`src/hw/rtl/bbpg_pkg.sv`:
```
`timescale 1ns / 1ps
// Shared constants, codes and types of the buzzer beep pattern generator.
package bbpg_pkg;

  localparam int unsigned OpW     = 2;
  localparam int unsigned AdvW    = 10;
  localparam int unsigned MsW     = 16;
  localparam int unsigned CntInW  = 8;
  localparam int unsigned PctW    = 7;
  localparam int unsigned TotW    = 14;
  localparam int unsigned GapW    = 14;
  localparam int unsigned CntW    = 4;
  localparam int unsigned DivW    = 23;
  localparam int unsigned DivsW   = 7;
  localparam int unsigned DivCntW = 5;
  localparam int unsigned ApbAw   = 3;
  localparam int unsigned ApbDw   = 32;

  localparam logic [MsW-1:0]    TotMin      = 16'd10;
  localparam logic [MsW-1:0]    TotMax      = 16'd10000;
  localparam logic [MsW-1:0]    GapMax      = 16'd5000;
  localparam logic [CntInW-1:0] CntMax      = 8'd10;
  localparam logic [MsW-1:0]    StartPctMax = 16'd90;
  localparam logic [PctW-1:0]   PctMax      = 7'd100;
  localparam logic [DivsW-1:0]  PctDivisor  = 7'd100;
  localparam logic [PctW-1:0]   PctReset    = 7'd50;

  localparam logic [ApbAw-3:0]  RegDefaultGap = 1'd0;

  typedef enum logic [OpW-1:0] {
    OP_TICK      = 2'd0,
    OP_START_MS  = 2'd1,
    OP_START_PCT = 2'd2,
    OP_STOP      = 2'd3
  } opcode_e;

  typedef struct packed {
    logic             start;
    logic [DivW-1:0]  dividend;
    logic [DivsW-1:0] divisor;
  } div_req_t;

  typedef struct packed {
    logic            done;
    logic [DivW-1:0] quotient;
  } div_rsp_t;

endpackage

```
`src/hw/rtl/bbpg_cmd_if.sv`:
```
`timescale 1ns / 1ps
// Command channel interface of the buzzer beep pattern generator.
interface bbpg_cmd_if;
  logic                          valid;
  logic                          ready;
  logic [bbpg_pkg::OpW-1:0]      opcode;
  logic [bbpg_pkg::AdvW-1:0]     advance_ms;
  logic [bbpg_pkg::MsW-1:0]      period_ms;
  logic [bbpg_pkg::MsW-1:0]      on_time_ms;
  logic [bbpg_pkg::CntInW-1:0]   repeat_count;
  logic [bbpg_pkg::MsW-1:0]      gap_value;

  modport source (output valid, opcode, advance_ms, period_ms, on_time_ms, repeat_count,
                  gap_value, input ready);
  modport sink (input valid, opcode, advance_ms, period_ms, on_time_ms, repeat_count,
                gap_value, output ready);
endinterface

```
`src/hw/rtl/bbpg_res_if.sv`:
```
`timescale 1ns / 1ps
// Result channel interface of the buzzer beep pattern generator.
interface bbpg_res_if;
  logic valid;
  logic ready;
  logic buzzer_level;
  logic pattern_running;

  modport source (output valid, buzzer_level, pattern_running, input ready);
  modport sink (input valid, buzzer_level, pattern_running, output ready);
endinterface

```
`src/hw/rtl/buzzer_beep_pattern_generator.sv`:
```
`timescale 1ns / 1ps
// Buzzer beep pattern generator: one result beat for every command beat.
// A tick or a stop command has its result registered as the command is taken, so ticks
// can follow one another every cycle while the result side keeps up. A start command
// runs through a small sequencer around one shared 23-bit divider that yields one
// quotient bit per cycle. A start that ends up with a single pulse needs no division.
// Otherwise a start with the gap in milliseconds needs one division, a start with a gap
// percent adds one, and gaps that would use up the on time add two more. No command is
// taken while a start runs. Configuration writes are taken at any time.
module buzzer_beep_pattern_generator (
  input  logic                          clk_i,
  input  logic                          rst_ni,
  bbpg_cmd_if.sink                      cmd_i,
  bbpg_res_if.source                    res_o,
  input  logic                          psel,
  input  logic                          penable,
  input  logic                          pwrite,
  input  logic [bbpg_pkg::ApbAw-1:0]    paddr,
  input  logic [bbpg_pkg::ApbDw-1:0]    pwdata,
  output logic [bbpg_pkg::ApbDw-1:0]    prdata,
  output logic                          pready
);

  typedef enum logic [5:0] {
    ST_IDLE   = 6'b000001,
    ST_PCT    = 6'b000010,
    ST_CHECK  = 6'b000100,
    ST_DEF100 = 6'b001000,
    ST_DEFCNT = 6'b010000,
    ST_PULSE  = 6'b100000
  } seq_e;

  typedef enum logic [3:0] {
    PH_IDLE   = 4'b0001,
    PH_PULSE  = 4'b0010,
    PH_GAP    = 4'b0100,
    PH_PERIOD = 4'b1000
  } phase_e;

  logic [bbpg_pkg::PctW-1:0]  pct;
  bbpg_pkg::div_req_t         div_req;
  bbpg_pkg::div_rsp_t         div_rsp;

  seq_e                       st_q, st_d;
  logic                       redo_q, redo_d;
  phase_e                     ph_q, ph_d;
  logic                       run_q, run_d;
  logic                       buz_q, buz_d;
  logic [bbpg_pkg::MsW-1:0]   el_q, el_d;
  logic [bbpg_pkg::TotW-1:0]  tot_q, tot_d;
  logic [bbpg_pkg::GapW-1:0]  gap_q, gap_d;
  logic [bbpg_pkg::TotW-1:0]  pls_q, pls_d;
  logic [bbpg_pkg::MsW-1:0]   per_q, per_d;
  logic [bbpg_pkg::CntW-1:0]  ptot_q, ptot_d;
  logic [bbpg_pkg::CntW-1:0]  pnum_q, pnum_d;
  logic                       res_valid_q;
  logic                       res_buz_q, res_run_q;
  logic                       res_load;
  logic                       res_buz_d, res_run_d;

  logic                       cmd_fire;
  bbpg_pkg::opcode_e          op;
  logic [bbpg_pkg::MsW:0]     el_sum;
  logic [bbpg_pkg::MsW-1:0]   el_sat;
  logic [bbpg_pkg::TotW-1:0]  tot_c;
  logic [bbpg_pkg::CntW-1:0]  cnt_c;
  logic [bbpg_pkg::GapW-1:0]  gap_ms_c;
  logic [bbpg_pkg::PctW-1:0]  pctg;
  logic [bbpg_pkg::DivW-1:0]  pct_prod;
  logic [bbpg_pkg::GapW-1:0]  q_gap_c;
  logic [bbpg_pkg::CntW-1:0]  cntm1;
  logic [bbpg_pkg::TotW+3:0]  gapsum;
  logic                       too_long;
  logic [bbpg_pkg::DivW-1:0]  def_prod;
  logic [bbpg_pkg::CntW:0]    cnt_odd;

  bbpg_apb_regs u_regs (
    .clk_i   (clk_i),
    .rst_ni  (rst_ni),
    .psel    (psel),
    .penable (penable),
    .pwrite  (pwrite),
    .paddr   (paddr),
    .pwdata  (pwdata),
    .prdata  (prdata),
    .pready  (pready),
    .pct_o   (pct)
  );

  bbpg_div u_div (
    .clk_i  (clk_i),
    .rst_ni (rst_ni),
    .req_i  (div_req),
    .rsp_o  (div_rsp)
  );

  assign cmd_i.ready = (st_q == ST_IDLE) && (!res_valid_q || res_o.ready);
  assign cmd_fire    = cmd_i.valid && cmd_i.ready;
  assign op          = bbpg_pkg::opcode_e'(cmd_i.opcode);

  assign res_o.valid           = res_valid_q;
  assign res_o.buzzer_level    = res_buz_q;
  assign res_o.pattern_running = res_run_q;

  assign el_sum = {1'b0, el_q} + (bbpg_pkg::MsW + 1)'(cmd_i.advance_ms);
  assign el_sat = el_sum[bbpg_pkg::MsW] ? '1 : el_sum[bbpg_pkg::MsW-1:0];

  assign tot_c = (cmd_i.on_time_ms < bbpg_pkg::TotMin) ? bbpg_pkg::TotW'(bbpg_pkg::TotMin) :
                 (cmd_i.on_time_ms > bbpg_pkg::TotMax) ? bbpg_pkg::TotW'(bbpg_pkg::TotMax) :
                 cmd_i.on_time_ms[bbpg_pkg::TotW-1:0];
  assign cnt_c = (cmd_i.repeat_count == '0) ? bbpg_pkg::CntW'(1) :
                 (cmd_i.repeat_count > bbpg_pkg::CntMax) ? bbpg_pkg::CntW'(bbpg_pkg::CntMax) :
                 cmd_i.repeat_count[bbpg_pkg::CntW-1:0];
  assign gap_ms_c = (cmd_i.gap_value > bbpg_pkg::GapMax) ? bbpg_pkg::GapW'(bbpg_pkg::GapMax) :
                    cmd_i.gap_value[bbpg_pkg::GapW-1:0];
  assign pctg = (cmd_i.gap_value > bbpg_pkg::StartPctMax) ?
                bbpg_pkg::PctW'(bbpg_pkg::StartPctMax) : cmd_i.gap_value[bbpg_pkg::PctW-1:0];
  assign pct_prod = bbpg_pkg::DivW'(cmd_i.on_time_ms) * bbpg_pkg::DivW'(pctg);
  assign q_gap_c  = (div_rsp.quotient > bbpg_pkg::DivW'(bbpg_pkg::GapMax)) ?
                    bbpg_pkg::GapW'(bbpg_pkg::GapMax) : div_rsp.quotient[bbpg_pkg::GapW-1:0];

  assign cntm1    = ptot_q - 1'b1;
  assign gapsum   = (bbpg_pkg::TotW + 4)'(gap_q) * (bbpg_pkg::TotW + 4)'(cntm1);
  assign too_long = (ptot_q > bbpg_pkg::CntW'(1)) &&
                    (gapsum >= (bbpg_pkg::TotW + 4)'(tot_q));
  assign def_prod = bbpg_pkg::DivW'(tot_q) * bbpg_pkg::DivW'(pct);
  assign cnt_odd  = {ptot_q, 1'b0} - 1'b1;

  always_comb begin
    st_d      = st_q;
    redo_d    = redo_q;
    ph_d      = ph_q;
    run_d     = run_q;
    buz_d     = buz_q;
    el_d      = el_q;
    tot_d     = tot_q;
    gap_d     = gap_q;
    pls_d     = pls_q;
    per_d     = per_q;
    ptot_d    = ptot_q;
    pnum_d    = pnum_q;
    div_req   = '0;
    res_load  = 1'b0;
    res_buz_d = buz_q;
    res_run_d = run_q;

    case (st_q)
      ST_IDLE: begin
        if (cmd_fire) begin
          case (op)
            bbpg_pkg::OP_TICK: begin
              if (run_q) begin
                el_d = el_sat;
                case (ph_q)
                  PH_PULSE: begin
                    if (el_sat >= bbpg_pkg::MsW'(pls_q)) begin
                      buz_d = 1'b0;
                      if (({1'b0, pnum_q} + 1'b1) < {1'b0, ptot_q}) begin
                        ph_d = PH_GAP;
                        el_d = '0;
                      end else if (per_q == '0 || per_q <= bbpg_pkg::MsW'(tot_q)) begin
                        run_d = 1'b0;
                        ph_d  = PH_IDLE;
                      end else begin
                        ph_d = PH_PERIOD;
                        el_d = '0;
                      end
                    end
                  end
                  PH_GAP: begin
                    if (el_sat >= bbpg_pkg::MsW'(gap_q)) begin
                      pnum_d = pnum_q + 1'b1;
                      ph_d   = PH_PULSE;
                      el_d   = '0;
                      buz_d  = 1'b1;
                    end
                  end
                  PH_PERIOD: begin
                    if (el_sat >= (per_q - bbpg_pkg::MsW'(tot_q))) begin
                      run_d = 1'b0;
                      ph_d  = PH_IDLE;
                    end
                  end
                  default: begin
                    run_d = 1'b0;
                  end
                endcase
              end
              res_load  = 1'b1;
              res_buz_d = buz_d;
              res_run_d = run_d;
            end
            bbpg_pkg::OP_STOP: begin
              buz_d     = 1'b0;
              ph_d      = PH_IDLE;
              run_d     = 1'b0;
              res_load  = 1'b1;
              res_buz_d = 1'b0;
              res_run_d = 1'b0;
            end
            bbpg_pkg::OP_START_MS: begin
              tot_d  = tot_c;
              ptot_d = cnt_c;
              per_d  = cmd_i.period_ms;
              gap_d  = gap_ms_c;
              redo_d = 1'b0;
              st_d   = ST_CHECK;
            end
            bbpg_pkg::OP_START_PCT: begin
              tot_d  = tot_c;
              ptot_d = cnt_c;
              per_d  = cmd_i.period_ms;
              gap_d  = '0;
              redo_d = 1'b0;
              if (cmd_i.repeat_count > bbpg_pkg::CntInW'(1)) begin
                div_req.start    = 1'b1;
                div_req.dividend = pct_prod;
                div_req.divisor  = bbpg_pkg::PctDivisor;
                st_d             = ST_PCT;
              end else begin
                st_d = ST_CHECK;
              end
            end
            default: begin
              st_d = ST_IDLE;
            end
          endcase
        end
      end
      ST_PCT: begin
        if (div_rsp.done) begin
          gap_d = q_gap_c;
          st_d  = ST_CHECK;
        end
      end
      ST_CHECK: begin
        if (too_long && !redo_q) begin
          redo_d           = 1'b1;
          div_req.start    = 1'b1;
          div_req.dividend = def_prod;
          div_req.divisor  = bbpg_pkg::PctDivisor;
          st_d             = ST_DEF100;
        end else if (ptot_q <= bbpg_pkg::CntW'(1)) begin
          pls_d     = tot_q;
          pnum_d    = '0;
          el_d      = '0;
          ph_d      = PH_PULSE;
          run_d     = 1'b1;
          buz_d     = 1'b1;
          res_load  = 1'b1;
          res_buz_d = 1'b1;
          res_run_d = 1'b1;
          st_d      = ST_IDLE;
        end else begin
          div_req.start = 1'b1;
          if (too_long) begin
            div_req.dividend = bbpg_pkg::DivW'(tot_q);
            div_req.divisor  = bbpg_pkg::DivsW'(cnt_odd);
          end else begin
            div_req.dividend = bbpg_pkg::DivW'(tot_q - gapsum[bbpg_pkg::TotW-1:0]);
            div_req.divisor  = bbpg_pkg::DivsW'(ptot_q);
          end
          st_d = ST_PULSE;
        end
      end
      ST_DEF100: begin
        if (div_rsp.done) begin
          div_req.start    = 1'b1;
          div_req.dividend = div_rsp.quotient;
          div_req.divisor  = bbpg_pkg::DivsW'(cntm1);
          st_d             = ST_DEFCNT;
        end
      end
      ST_DEFCNT: begin
        if (div_rsp.done) begin
          gap_d = div_rsp.quotient[bbpg_pkg::GapW-1:0];
          st_d  = ST_CHECK;
        end
      end
      ST_PULSE: begin
        if (div_rsp.done) begin
          pls_d     = div_rsp.quotient[bbpg_pkg::TotW-1:0];
          pnum_d    = '0;
          el_d      = '0;
          ph_d      = PH_PULSE;
          run_d     = 1'b1;
          buz_d     = 1'b1;
          res_load  = 1'b1;
          res_buz_d = 1'b1;
          res_run_d = 1'b1;
          st_d      = ST_IDLE;
        end
      end
      default: begin
        st_d = ST_IDLE;
      end
    endcase
  end

  always_ff @(posedge clk_i or negedge rst_ni) begin
    if (!rst_ni) begin
      st_q        <= ST_IDLE;
      redo_q      <= 1'b0;
      ph_q        <= PH_IDLE;
      run_q       <= 1'b0;
      buz_q       <= 1'b0;
      el_q        <= '0;
      tot_q       <= '0;
      gap_q       <= '0;
      pls_q       <= '0;
      per_q       <= '0;
      ptot_q      <= '0;
      pnum_q      <= '0;
      res_valid_q <= 1'b0;
    end else begin
      st_q   <= st_d;
      redo_q <= redo_d;
      ph_q   <= ph_d;
      run_q  <= run_d;
      buz_q  <= buz_d;
      el_q   <= el_d;
      tot_q  <= tot_d;
      gap_q  <= gap_d;
      pls_q  <= pls_d;
      per_q  <= per_d;
      ptot_q <= ptot_d;
      pnum_q <= pnum_d;
      if (res_load) begin
        res_valid_q <= 1'b1;
      end else if (res_o.ready) begin
        res_valid_q <= 1'b0;
      end
    end
  end

  always_ff @(posedge clk_i) begin
    if (res_load) begin
      res_buz_q <= res_buz_d;
      res_run_q <= res_run_d;
    end
  end

endmodule

```
`src/hw/rtl/bbpg_apb_regs.sv`:
```
`timescale 1ns / 1ps
// APB configuration register holding the default gap percent.
module bbpg_apb_regs (
  input  logic                          clk_i,
  input  logic                          rst_ni,
  input  logic                          psel,
  input  logic                          penable,
  input  logic                          pwrite,
  input  logic [bbpg_pkg::ApbAw-1:0]    paddr,
  input  logic [bbpg_pkg::ApbDw-1:0]    pwdata,
  output logic [bbpg_pkg::ApbDw-1:0]    prdata,
  output logic                          pready,
  output logic [bbpg_pkg::PctW-1:0]     pct_o
);

  logic [bbpg_pkg::PctW-1:0] pct_q;
  logic                      hit;

  assign hit    = (paddr[bbpg_pkg::ApbAw-1:2] == bbpg_pkg::RegDefaultGap);
  assign pready = 1'b1;
  assign prdata = hit ? bbpg_pkg::ApbDw'(pct_q) : '0;
  assign pct_o  = (pct_q > bbpg_pkg::PctMax) ? bbpg_pkg::PctMax : pct_q;

  always_ff @(posedge clk_i or negedge rst_ni) begin
    if (!rst_ni) begin
      pct_q <= bbpg_pkg::PctReset;
    end else if (psel && penable && pwrite && hit) begin
      pct_q <= pwdata[bbpg_pkg::PctW-1:0];
    end
  end

endmodule

```
`src/hw/rtl/bbpg_div.sv`:
```
`timescale 1ns / 1ps
// Shared restoring divider that produces one quotient bit per cycle.
module bbpg_div (
  input  logic               clk_i,
  input  logic               rst_ni,
  input  bbpg_pkg::div_req_t req_i,
  output bbpg_pkg::div_rsp_t rsp_o
);

  logic                            busy_q;
  logic                            done_q;
  logic [bbpg_pkg::DivCntW-1:0]    cnt_q;
  logic [bbpg_pkg::DivW-1:0]       dvd_q;
  logic [bbpg_pkg::DivsW-1:0]      rem_q;
  logic [bbpg_pkg::DivsW-1:0]      dvs_q;
  logic [bbpg_pkg::DivsW:0]        shifted;
  logic [bbpg_pkg::DivsW:0]        diff;
  logic                            ge;
  logic [bbpg_pkg::DivsW-1:0]      rem_n;

  assign shifted = {rem_q, dvd_q[bbpg_pkg::DivW-1]};
  assign ge      = (shifted >= {1'b0, dvs_q});
  assign diff    = shifted - {1'b0, dvs_q};
  assign rem_n   = ge ? diff[bbpg_pkg::DivsW-1:0] : shifted[bbpg_pkg::DivsW-1:0];

  assign rsp_o.done     = done_q;
  assign rsp_o.quotient = dvd_q;

  always_ff @(posedge clk_i or negedge rst_ni) begin
    if (!rst_ni) begin
      busy_q <= 1'b0;
      done_q <= 1'b0;
      cnt_q  <= '0;
    end else if (req_i.start) begin
      busy_q <= 1'b1;
      done_q <= 1'b0;
      cnt_q  <= '0;
    end else if (busy_q) begin
      if (cnt_q == bbpg_pkg::DivCntW'(bbpg_pkg::DivW - 1)) begin
        busy_q <= 1'b0;
        done_q <= 1'b1;
      end else begin
        cnt_q <= cnt_q + 1'b1;
      end
    end else begin
      done_q <= 1'b0;
    end
  end

  always_ff @(posedge clk_i) begin
    if (req_i.start) begin
      dvd_q <= req_i.dividend;
      dvs_q <= req_i.divisor;
      rem_q <= '0;
    end else if (busy_q) begin
      dvd_q <= {dvd_q[bbpg_pkg::DivW-2:0], ge};
      rem_q <= rem_n;
    end
  end

endmodule
```
`src/flat_wrapper.sv`:
```
// flat-port wrapper written by rule: the top's interface ports become plain ports
module buzzer_beep_pattern_generator_flat 
  (clk_i, rst_ni, psel, penable, pwrite, paddr, pwdata, prdata, pready, cmd_i_valid, cmd_i_opcode, cmd_i_advance_ms, cmd_i_period_ms, cmd_i_on_time_ms, cmd_i_repeat_count, cmd_i_gap_value, cmd_i_ready, res_o_valid, res_o_buzzer_level, res_o_pattern_running, res_o_ready);
  bbpg_cmd_if cmd_i_i ();
  bbpg_res_if res_o_i ();
  input  logic clk_i;
  input  logic rst_ni;
  input  logic psel;
  input  logic penable;
  input  logic pwrite;
  input  logic [bbpg_pkg::ApbAw-1:0] paddr;
  input  logic [bbpg_pkg::ApbDw-1:0] pwdata;
  output logic [bbpg_pkg::ApbDw-1:0] prdata;
  output logic pready;
  input wire logic [$bits(cmd_i_i.valid)-1:0] cmd_i_valid;
  input wire logic [$bits(cmd_i_i.opcode)-1:0] cmd_i_opcode;
  input wire logic [$bits(cmd_i_i.advance_ms)-1:0] cmd_i_advance_ms;
  input wire logic [$bits(cmd_i_i.period_ms)-1:0] cmd_i_period_ms;
  input wire logic [$bits(cmd_i_i.on_time_ms)-1:0] cmd_i_on_time_ms;
  input wire logic [$bits(cmd_i_i.repeat_count)-1:0] cmd_i_repeat_count;
  input wire logic [$bits(cmd_i_i.gap_value)-1:0] cmd_i_gap_value;
  output wire logic [$bits(cmd_i_i.ready)-1:0] cmd_i_ready;
  output wire logic [$bits(res_o_i.valid)-1:0] res_o_valid;
  output wire logic [$bits(res_o_i.buzzer_level)-1:0] res_o_buzzer_level;
  output wire logic [$bits(res_o_i.pattern_running)-1:0] res_o_pattern_running;
  input wire logic [$bits(res_o_i.ready)-1:0] res_o_ready;
  assign cmd_i_i.valid = cmd_i_valid;
  assign cmd_i_i.opcode = cmd_i_opcode;
  assign cmd_i_i.advance_ms = cmd_i_advance_ms;
  assign cmd_i_i.period_ms = cmd_i_period_ms;
  assign cmd_i_i.on_time_ms = cmd_i_on_time_ms;
  assign cmd_i_i.repeat_count = cmd_i_repeat_count;
  assign cmd_i_i.gap_value = cmd_i_gap_value;
  assign cmd_i_ready = cmd_i_i.ready;
  assign res_o_valid = res_o_i.valid;
  assign res_o_buzzer_level = res_o_i.buzzer_level;
  assign res_o_pattern_running = res_o_i.pattern_running;
  assign res_o_i.ready = res_o_ready;
  buzzer_beep_pattern_generator u_core (.clk_i(clk_i), .rst_ni(rst_ni), .cmd_i(cmd_i_i), .res_o(res_o_i), .psel(psel), .penable(penable), .pwrite(pwrite), .paddr(paddr), .pwdata(pwdata), .prdata(prdata), .pready(pready));
endmodule
```
`config.mk`:
```
export PLATFORM = sky130hd
export DESIGN_NAME = buzzer_beep_pattern_generator_flat
export DESIGN_NICKNAME = d
export VERILOG_FILES = /design/src/hw/rtl/bbpg_pkg.sv /design/src/hw/rtl/bbpg_cmd_if.sv /design/src/hw/rtl/bbpg_res_if.sv /design/src/hw/rtl/buzzer_beep_pattern_generator.sv /design/src/hw/rtl/bbpg_apb_regs.sv /design/src/hw/rtl/bbpg_div.sv /design/src/flat_wrapper.sv
export SDC_FILE = /design/constraint.sdc
export NUM_CORES = 1
export LEC_CHECK = 0
export BUFFER_PORTS_ARGS = -buffer_cell sky130_fd_sc_hd__buf_4
export CAP_MARGIN = 5
export CORE_MARGIN = 8
export CORE_UTILIZATION = 68
export DETAILED_ROUTE_END_ITERATION = 8
export PLACE_DENSITY_LB_ADDON = 0.12
export SYNTH_ARGS = -nofsm -noshare
export SYNTH_HDL_FRONTEND = slang
export SYNTH_SLANG_ARGS = --single-unit
```
`constraint.sdc`:
```
create_clock -name clk_i -period 12.05 [get_ports clk_i]
set_input_delay 2.41 -clock clk_i [delete_from_list [all_inputs] [get_ports clk_i]]
set_output_delay 2.41 -clock clk_i [all_outputs]
set_load 0.01 [all_outputs]
```
# Word-level counts from Yosys, hierarchy flattened
# Cells that the tools add are included.
[op_classes]
add_sub_neg = 9
mul = 3
order_cmp = 17
n_eq_ne = 37
n_mux = 115
bitwise_logic = 1
reduce_logical = 33
[ops]
columns = ["cell", "n"]
rows = [
  ["$mux W31", 6],
  ["$mux W16", 11],
  ["$mux W14", 9],
  ["$pmux W31 S3", 1],
  ["$mux W4", 20],
  ["$pmux W14 S2", 2],
  ["$pmux W16 S3", 1],
  ["$mux W23", 2],
  ["$pmux W14 S3", 1],
  ["$mux W6", 6],
  ["$pmux W4 S3", 3],
  ["$ge A16 B14 Y1", 2],
  ["$mux W1", 32],
  ["$pmux W16 S2", 1],
  ["$mux W30", 1],
  ["$pmux W6 S5", 1],
  ["$mux W7", 4],
  ["$gt A23 B13 Y1 const B", 1],
  ["$mul A16 B7 Y23", 1],
  ["$mul A14 B7 Y21", 1],
  ["$ge A18 B14 Y1", 1],
  ["$mul A14 B4 Y18", 1],
  ["$ne A2 B2 Y1 const B", 9],
  ["$add A16 B10 Y17", 1],
  ["other kinds (62)", 97],
]
[word_totals]
ff_bits = 149
in_bits = 110
out_inout_bits = 37
elab_cells = 237

# Logic depth before layout (Yosys ltp)
# Gate-level depths: netlist of the first run.
[logic_depth]
word_depth = 10
mapped_depth = 32
ltp_nobuf = 28

# Cells and area by module
# A second synthesis of the first run with hierarchy kept.
[unflattened]
hier_cells = 2357
hier_area_um2 = 19911.6
[modules_own_cells]
columns = ["module", "instances", "cells_per_inst", "area_each_um2", "seq_area_each_um2"]
rows = [
  ["buzzer_beep_pattern_generator", 1, 2117, 17090.1, 2464.9],
  ["bbpg_div", 1, 180, 2219.6, 1216.2],
  ["bbpg_apb_regs", 1, 60, 601.8, 178.9],
]

# Least setup slack after synthesis of the first run
# Ideal clock, no wire load.
[synth_timing]
kind = "input-to-reg"
startpoint = "in cmd_i_gap_value[15]"
endpoint = "reg u_core.u_div.dvd_q[20] (netlist name), data pin"
arrival_time_ns = 7.630
required_ns = 11.791
setup_slack_ns = 4.161
path_stages = 21
cell_sequence = "nor4_1 nand3_1 a21oi_1 nor2b_1 clkbuf_1 nor2b_1 fa_1 fa_1 fa_1 inv_1 fa_1 inv_1 ha_1 or2_2 a21oi_1 a311oi_1 o2111ai_1 o221ai_1 or3_1 a32oi_1 nand2_1"
[synth_between]
elab_chain_cells = 8
[synth_lines]
columns = ["item", "line_no", "rtl"]
rows = [
  ["from (decl)", "flat_wrapper.sv:21", "input wire logic [$bits(cmd_i_i.gap_value)-1:0] cmd_i_gap_value;"],
  ["$gt A16 B7 Y1", "buzzer_beep_pattern_generator.sv:116", "assign pctg = (cmd_i.gap_value > bbpg_pkg::StartPctMax) ?"],
  ["$mux W7", "buzzer_beep_pattern_generator.sv:116", ""],
  ["$mul A16 B7 Y23", "buzzer_beep_pattern_generator.sv:118", "assign pct_prod = bbpg_pkg::DivW'(cmd_i.on_time_ms) * bbpg_pkg::DivW'(pctg);"],
  ["$mux W31", "buzzer_beep_pattern_generator.sv:215", "if (cmd_i.repeat_count > bbpg_pkg::CntInW'(1)) begin"],
  ["$mux W31", "buzzer_beep_pattern_generator.sv:150", "case (op)"],
  ["$mux W31", "buzzer_beep_pattern_generator.sv:149", "if (cmd_fire) begin"],
  ["$pmux W31 S3", "buzzer_beep_pattern_generator.sv:147", "case (st_q)"],
  ["$mux W23", "bbpg_div.sv:51", "if (req_i.start) begin"],
  ["to (signal assigned)", "bbpg_div.sv:52", "dvd_q <= req_i.dividend;"],
  ["to (signal assigned)", "bbpg_div.sv:56", "dvd_q <= {dvd_q[bbpg_pkg::DivW-2:0], ge};"],
  ["to (decl)", "bbpg_div.sv:13", "logic [bbpg_pkg::DivW-1:0] dvd_q;"],
]
# No other way between the ends.
# A chain may end at the register's enable or synchronous reset.

# Worst setup path after layout of the first run
[layout_timing]
startpoint = "in cmd_i_gap_value[15]"
endpoint = "reg u_core.u_div.dvd_q[22] (netlist name), data pin"
# The elaborated chain is that of the path after synthesis.

==> impl_metrics.toml, run 1 <==
[sta]
final.period_utilization = 0.722
setup_viol_count_final = 0
slew_viol_final = 0
finalHoldViolCount = 0
rsz0062_at_grt = "no"
fin_crit_ns = 8.70
skew_ns = 0.0168
finalSetupTns_ns = 0
slew_headroom = 0.156
tightest_slew_ns = 1.25
fmax_ghz = 0.115

[worst_setup_path]
cp-end-kind = "flop"
worstRegToRegCells = 29
rr_endpoint = "u_core.u_div.dvd_q[16]"
critPathMaxStageDelay_ns = 0.54
slowest_stage = "fa_1"
worst-setup-path-type = "input port to flop"
crit_fanout = 22
cp.arrival_ns = 8.87
worst_ep_required_time_ns = 12.23
timing.rr.start = "u_core.ptot_q[0]"
critPathLaunchType = "input port"
ff2ff_setup_slack_ns = 3.97

[synth]
synth_seq_cells = 148
synth_cell_type_count = 91
synth.top_cell.area_share = 0.161
synth_common_cells = "nand2_1, inv_1, ha_1, fa_1, nor2_1"
synth.area.top_cells = "fa_1, ha_1, dfrtp_1"
synth_edf_count = 31
yosysTopAreaCell = "fa_1"
yosysSeqAreaShare = 0.197
synth.most_common_cell = "nand2_1"
syn_avg_cell_area_um2 = 8.47
synthCells = 2294
ys_warn_count = 0
async_flop_share = 0.743
synthesis.area_um2 = 19400
synthFlopType = "dfrtp_1"

[floorplan]
coreArea_um2 = 28400
die_h_um = 185
ioPinCount = 147
die-area_um2 = 34200
rows = 62
initial_core_util = 0.684
die_w_um = 185

[clock_network]
cts_setup_buffers = 0
ctsHoldBuffers = 0
cts_buffers = 17
cts_tree = "built"
root_buffer = "clkbuf_16"
clock_path_buffers = 2
cts.sinks = 148
path_clk_slew_ns = 0.07
clk_latency_ns = 0.46
htreeDepth = 4
post_cts_resized = 0

[final_layout]
drive_gt1_frac = 0.0794
diodes = 0
instances_no_fill = 2728
nNetsFinal = 2813
syn_to_final_growth_pct = 7.01

[drt]
drc_errors = 0
dr_total_vias = 17000
drt-wirelength-per-cell_um = 20.3
antenna_left = 0
first_iter_violations = 1509
via_per_inst = 6.23
drt_wl_total_um = 55500
first_pass_iters = 6

[global_routing]
grt_pass1_wl_um = 89800
grt_usage = 0.335
grt_overflow = 0
grt_pass1_vias = 17200
grt_start_max_net_pins = 58
grt_antenna_before_repair = 0

[min_path]
min_to = "u_core.pls_q[5]"
min_path_type = "flop to flop"
whs_path_depth = 2
hold_start = "u_core.pls_q[5]"

[job]
drv_cap = 0

[placement]
dp_cells = 2695
io_buffers = 93
place_congestion = 0.951
dp_hpwl_um = 43900

[run_status]
outcome = "completed"
[area by class of cell]
type                            instances  area (um^2)
Multi-Input combinational cell       1762        14000
Fill cell                            2252         7600
Sequential cell                       148         3830
Inverter                              295         1110
Timing Repair Buffer                  107          801
Tap cell                              384          480
Clock buffer                           21          472
Clock inverter                         11         91.3
[layout by cell type, fill, tap and decap left out, types with 26 or more instances in the layout]
cell type / netlist / routed
xor2_1: 28 / 28
a21oi_1: 95 / 95
conb_1: 2 / 26
ha_1: 216 / 216
fa_1: 156 / 156
nand2b_1: 30 / 30
nand2_1: 295 / 295
mux2i_1: 30 / 30
and3_1: 43 / 43
edfxtp_1: 31 / 31
nor3_1: 29 / 29
inv_1: 293 / 293
nand3_1: 42 / 42
a21o_1: 36 / 36
o21ai_0: 99 / 99
nor2_1: 144 / 144
dfrtp_1: 105 / 105
xnor2_1: 63 / 63
and2_1: 65 / 65
buf_4: 29 / 106
nor2b_1: 47 / 47
[through the flow]
stage,hold slack (ns),cell area [um^2],utilization,setup slack (ns)
floorplan,0.420,19500,-,4.16
global placement,0.435,20200,0.712,3.23
detailed placement,0.472,20200,0.712,3.02
CTS,0.487,20800,0.732,3.46
global route,0.504,20800,0.732,2.91
finish,0.479,20800,0.732,3.35
[worst max-delay path by stage]
stage | end | startpoint | slack, ns
5_1_grt | u_core.u_div.dvd_q[22] | cmd_i_gap_value[15] | 2.91
6_report | u_core.u_div.dvd_q[22] | cmd_i_gap_value[15] | 3.35
3_3_place_gp | u_core.u_div.dvd_q[22] | cmd_i_gap_value[15] | 3.23
3_5_place_dp | u_core.u_div.dvd_q[22] | cmd_i_gap_value[15] | 3.02
2_1_floorplan | u_core.u_div.dvd_q[20] | cmd_i_gap_value[15] | 4.16
4_1_cts | u_core.u_div.dvd_q[22] | cmd_i_gap_value[15] | 3.46
[sequential cells by signal, summed over array words and instances (netlist names), 5 cells and up]
name / flops
u_core.u_div.dvd_q: 23
u_core.el_q: 16
u_core.per_q: 16
u_core.gap_q: 14
u_core.pls_q: 14
u_core.tot_q: 14
u_core.u_div.rem_q: 7
u_core.u_regs.pct_q: 7
u_core.st_q: 6
u_core.u_div.dvs_q: 6
u_core.u_div.cnt_q: 5
[critical path: cells and delay by family]
family / cells / cell delay, ns
simple gates: 6 / 1.71
xor+xnor: 1 / 0.22
buf+inv: 6 / 0.58
compound gates: 7 / 1.51
fa+ha+maj: 5 / 2.44
[metal layers]
metal	routed length (um)	GRT usage	vias to the layer above
li1	-	-	7791
met5	0	0	-
met4	2330	0.143	0
met1	22300	0.429	8297
met3	4960	0.0689	135
met2	25900	0.545	782
[cells by family after synthesis]
family / Yosys count / synth area share
AND/OR/NAND/NOR: 768 / 0.191
AO/OA/AOI/OAI: 461 / 0.160
buffers and inverters: 408 / 0.0865
adder cells (fa/ha/maj): 373 / 0.300
flip-flops: 148 / 0.197
XOR/XNOR: 91 / 0.0410
multiplexers: 43 / 0.0230
other: 2 / 0.000386
Power of run 1 is left out: the tool's default activity adds up to more than one toggle a clock period on the data nets, which glitch-free logic cannot reach.
==> run 2, diff against run 1 <==
Settings changed: ABC_AREA set to 1, CORE_UTILIZATION 68 to 63.
Clock period 12.05 ns to 8.5 ns, I/O delays scaled along.
==> impl_metrics.toml, run 2 <==
[global_routing]
use_met3 = 0.0428
grt_antenna_before_repair = 0
grt_usage = 0.317
grt_pass1_vias = 19000
grt_start_max_net_pins = 75
use_met2 = 0.525
grt_use_met1 = 0.406
grt_pass1_wl_um = 97500
top_usage_layer = "met2"
grt_overflow = 0

[worst_setup_path]
rr_endpoint = "u_core.u_div.dvd_q[14]"
cp-end-kind = "flop"
crit_fanout = 13
timing.rr.start = "u_core.ptot_q[0]"
worstRegToRegCells = 31
worst_ep_required_time_ns = 8.69
cp.arrival_ns = 7.83
worst-setup-path-type = "input port to flop"
critPathLaunchType = "input port"
ff2ff_setup_slack_ns = 0.95

[synth]
synth.top_cell.area_share = 0.155
synthesis.area_um2 = 20100
synth.most_common_cell = "nand2_1"
synthCells = 2822
synth_compound_area_frac = 0.122
ys_warn_count = 0
synth_edf_count = 31
synth_cell_type_count = 61
yosysSeqAreaShare = 0.190
yosys.area_share.simple = 0.244
async_flop_share = 0.743
yosysTopAreaCell = "fa_1"
synth_common_cells = "nand2_1, inv_1, nor2_1, ha_1, fa_1"
synth.area.top_cells = "fa_1, ha_1, dfrtp_1"
synth_xor_xnor_area_share = 0.0287
synth_seq_cells = 148
synth_mux_area_frac = 0
synth_top_family_by_area = "adder cells"
syn_avg_cell_area_um2 = 7.13
synthFlopType = "dfrtp_1"
yosys.area_share.adder = 0.289

[clock_network]
cts_buffers = 17
clock_path_buffers = 2
post_cts_resized = 0
cts.sinks = 148
clk_latency_ns = 0.44
htreeDepth = 4
cts_setup_buffers = 0
path_clk_slew_ns = 0.07
root_buffer = "clkbuf_16"
cts_tree = "built"
ctsHoldBuffers = 0

[job]
drv_cap = 0

[sta]
finalHoldViolCount = 0
tightest_slew_ns = 1.18
finalSetupTns_ns = 0
slew_headroom = 0.215
setup_viol_count_final = 0
final.period_utilization = 0.899
fmax_ghz = 0.131
fin_crit_ns = 7.64
skew_ns = 0.0131
slew_viol_final = 0
rsz0062_at_grt = "no"

[final_layout]
largest_register_ffs = 23
largest_register = "u_core.u_div.dvd_q"
num-fill-cells = 2776
nNetsFinal = 3359
reg_top3 = "u_core.u_div.dvd_q (23), u_core.el_q (16), u_core.per_q (16)"
final_common_cell = "nand2_1"
drive_gt1_frac = 0.0651
syn_to_final_growth_pct = 7.61
final_cell_mix = "nand2_1, inv_1, nor2_1, ha_1, fa_1"
diodes = 0

[drt]
first_pass_iters = 8
antenna_left = 0
drt_wl_total_um = 59900
via_per_inst = 5.80
first_iter_violations = 1772
drc_errors = 0
dr_total_vias = 19100
drt-wirelength-per-cell_um = 18.2

[run_status]
outcome = "completed"

[min_path]
whs_path_depth = 2
hold_start = "u_core.redo_q"
min_path_type = "flop to flop"
min_to = "u_core.redo_q"

[floorplan]
coreArea_um2 = 31500
die-area_um2 = 37900
rows = 65
initial_core_util = 0.640
die_w_um = 195
die_h_um = 195
ioPinCount = 147

[placement]
dp_hpwl_um = 48300
io_buffers = 93
place_congestion = 0.981
-- run 2: cell count changes in the layout (fill, tap and decap cells not counted), moves of 47 or more --
cell,change
a21oi_1,+58
and2_1,-62
inv_1,+243
nand2_1,+378
nand3_1,+63
nor2_1,+104
nor2b_1,-47
o21ai_0,+48
-- run 2: kinds of logic (layout without fill, tap and decap cells) --
group | Yosys count | in the layout
compound gates | 429 | 429
buf+inv | 637 | 681
simple gates | 1168 | 1168
other cells | 2 | 26
fa+ha+maj | 372 | 372
flops | 148 | 148
xor+xnor | 66 | 66
-- run 2: worst max path at each step --
stage | from | end | slack, ns
final | cmd_i_gap_value[12] | u_core.u_div.dvd_q[18] | 0.86
after global routing | cmd_i_gap_value[12] | u_core.u_div.dvd_q[21] | 0.42
after CTS | cmd_i_gap_value[12] | u_core.u_div.dvd_q[21] | 0.94
after detailed placement | cmd_i_gap_value[12] | u_core.u_div.dvd_q[21] | 0.48
after global placement | cmd_i_gap_value[12] | u_core.u_div.dvd_q[18] | 0.59
after floorplan | cmd_i_gap_value[12] | u_core.u_div.dvd_q[16] | 1.31
-- run 2: critical path, stage by stage --
cell and delay (ns):
buf_4 0.12, or4_1 0.51, nor4_1 0.18, buf_4 0.17, nand2_1 0.17, nor2_1 0.18
clkinv_1 0.10, nor2_1 0.22, inv_1 0.28, nor2_1 0.23, fa_1 0.47, fa_1 0.52
fa_1 0.54, inv_1 0.05, fa_1 0.52, inv_1 0.04, ha_1 0.34, nand2_1 0.13
inv_1 0.08, a21oi_1 0.08, o21ai_0 0.38, a21oi_1 0.18, o21ai_0 0.22, a21oi_1 0.09
o21ai_0 0.09, nand2_1 0.06, a21oi_1 0.14, nor2_1 0.05
-- run 2: layout make-up --
type                       instances  area [um^2]  area share
clock buffer                      22          495      0.0229
clock inverter                    10          119     0.00549
timing repair buffer             105          788      0.0364
multi-input combinational       2061        13900       0.641
inverter                         544         2040      0.0943
tap                              402          503      0.0232
sequential                       148         3830       0.177
-- run 2: stage by stage --
step	instances	util	hold WS (ns)	setup WS, ns	instance area, um^2
after floorplan	2846	-	0.442	1.31	20200
after global placement	3260	0.669	0.454	0.593	21000
after detailed placement	3260	0.669	0.458	0.484	21000
after CTS	3292	0.688	0.475	0.937	21700
after global routing	3292	0.688	0.501	0.421	21700
final	3292	0.688	0.477	0.859	21700
-- run 2: routing by layer --
metal | vias to the layer above | wire [um]
li1 | 9043 | -
met1 | 9032 | 24600
met2 | 844 | 27700
met3 | 167 | 4760
met4 | 0 | 2810
met5 | - | 0
Power of run 2 is left out for the same reason.
==> run 3, diff against run 2 <==
Settings changed: BUFFER_PORTS_ARGS -buffer_cell sky130_fd_sc_hd__buf_4 to -buffer_cell sky130_fd_sc_hd__buf_2.
==> impl_metrics.toml, run 3 (synthesized netlist as in run 2, its figures left out) <==
[run_status]
outcome = "completed"

[sta]
final.period_utilization = 0.914
finalSetupTns_ns = 0
fin_crit_ns = 7.77
fmax_ghz = 0.129
tightest_slew_ns = 1.15
setup_viol_count_final = 0
skew_ns = 0.0118
finalHoldViolCount = 0
rsz0062_at_grt = "no"
slew_viol_final = 0
slew_headroom = 0.232

[clock_network]
cts_buffers = 17
clock_path_buffers = 2
cts.sinks = 148
htreeDepth = 4
post_cts_resized = 0
path_clk_slew_ns = 0.07
cts_tree = "built"
clk_latency_ns = 0.45
root_buffer = "clkbuf_16"
cts_setup_buffers = 0
ctsHoldBuffers = 0

[floorplan]
coreArea_um2 = 31500
ioPinCount = 147
rows = 65
die-area_um2 = 37900
initial_core_util = 0.640
die_w_um = 195
die_h_um = 195

[global_routing]
grt_overflow = 0
grt_pass1_wl_um = 96200
grt_pass1_vias = 18600
grt_antenna_before_repair = 1
grt_start_max_net_pins = 75
grt_usage = 0.314

[final_layout]
largest_register_ffs = 23
multi_input_area_um2 = 13900
seqCellArea_um2 = 3830
nNetsFinal = 3360
largest_register = "u_core.u_div.dvd_q"
diodes = 0
num-fill-cells = 2785
drive_gt1_frac = 0.0650
final_common_cell = "nand2_1"
reg_top3 = "u_core.u_div.dvd_q (23), u_core.el_q (16), u_core.per_q (16)"
syn_to_final_growth_pct = 6.56
final_cell_mix = "nand2_1, inv_1, nor2_1, ha_1, fa_1"

[drt]
first_pass_iters = 5
drc_errors = 0
antenna_left = 0
via_per_inst = 5.74
drt-wirelength-per-cell_um = 18.0
first_iter_violations = 1565
drt_wl_total_um = 59400
dr_total_vias = 18900

[worst_setup_path]
crit_fanout = 14
cp-end-kind = "flop"
cp.arrival_ns = 7.97
worst_ep_required_time_ns = 8.70
critPathLaunchType = "input port"
worst-setup-path-type = "input port to flop"

[min_path]
min_path_type = "flop to flop"

[placement]
io_buffers = 93
dp_hpwl_um = 47700
place_congestion = 0.977

[job]
drv_cap = 0
-- run 3: cell count changes in the layout (fill, tap and decap cells not counted) --
cell and delta:
clkbuf_16 +1, clkinv_2 -1, clkbuf_8 -1, clkinvlp_4 -1, clkinv_4 +1, buf_4 -91, buf_2 +92, clkbuf_1 +1
-- run 3: worst max-delay path, stage by stage --
cell	delay, ns
buf_2	0.11
or4_1	0.51
nor4_1	0.24
buf_4	0.19
nand2_1	0.17
nor2_1	0.32
inv_1	0.36
nor2_1	0.24
fa_1	0.45
fa_1	0.47
fa_1	0.54
inv_1	0.06
fa_1	0.52
inv_1	0.04
ha_1	0.36
nand2_1	0.13
inv_1	0.07
a21oi_1	0.09
o21ai_0	0.47
a21oi_1	0.21
o21ai_0	0.24
a21oi_1	0.09
o21ai_0	0.09
nand2_1	0.06
a21oi_1	0.16
nor2_1	0.05
-- run 3: path summary, 6_finish.rpt --
kind                       slack, ns  cells after the start           startpoint                      to
hold reg to reg                 0.48                      2       u_core.ph_q[0]          u_core.ph_q[0]
setup reg to reg                1.28                     33     u_core.ptot_q[0]  u_core.u_div.dvd_q[14]
hold / removal                  0.48                      2       u_core.ph_q[0]          u_core.ph_q[0]
setup / recovery                0.73                     26  cmd_i_gap_value[12]  u_core.u_div.dvd_q[18]
max in group asynchronous       5.87                      2               rst_ni         u_core.gap_q[8]
min in group asynchronous       1.22                      1               rst_ni          u_core.el_q[4]
-- run 3: layer usage --
metal / global-route usage / vias up / part of all wire
met1: 0.402 / 8953 / 0.41
met2: 0.526 / 767 / 0.47
met5: 0 / - / 0.00020
met4: 0.122 / 2 / 0.039
met3: 0.0497 / 144 / 0.075
li1: - / 9039 / -
-- run 3: per-stage QoR --
step	std cells	cell area [um^2]	worst slack (ns)	util	hold WS (ns)
final	3293	21400	0.733	0.681	0.483
after global routing	3293	21400	0.328	0.681	0.504
after CTS	3293	21400	0.868	0.681	0.478
after detailed placement	3261	20800	0.436	0.662	0.465
after global placement	3261	20800	0.547	0.662	0.453
after floorplan	2846	20200	1.31	-	0.442
-- run 3: final cells by class --
type                    instances  area share
well taps                     402      0.0234
flip-flops and latches        148       0.179
clock inverters                 9     0.00537
inverters                     544      0.0952
repair buffers                106      0.0264
multi-input cells            2061       0.647
clock buffers                  23      0.0238
Power of run 3 is left out for the same reason.
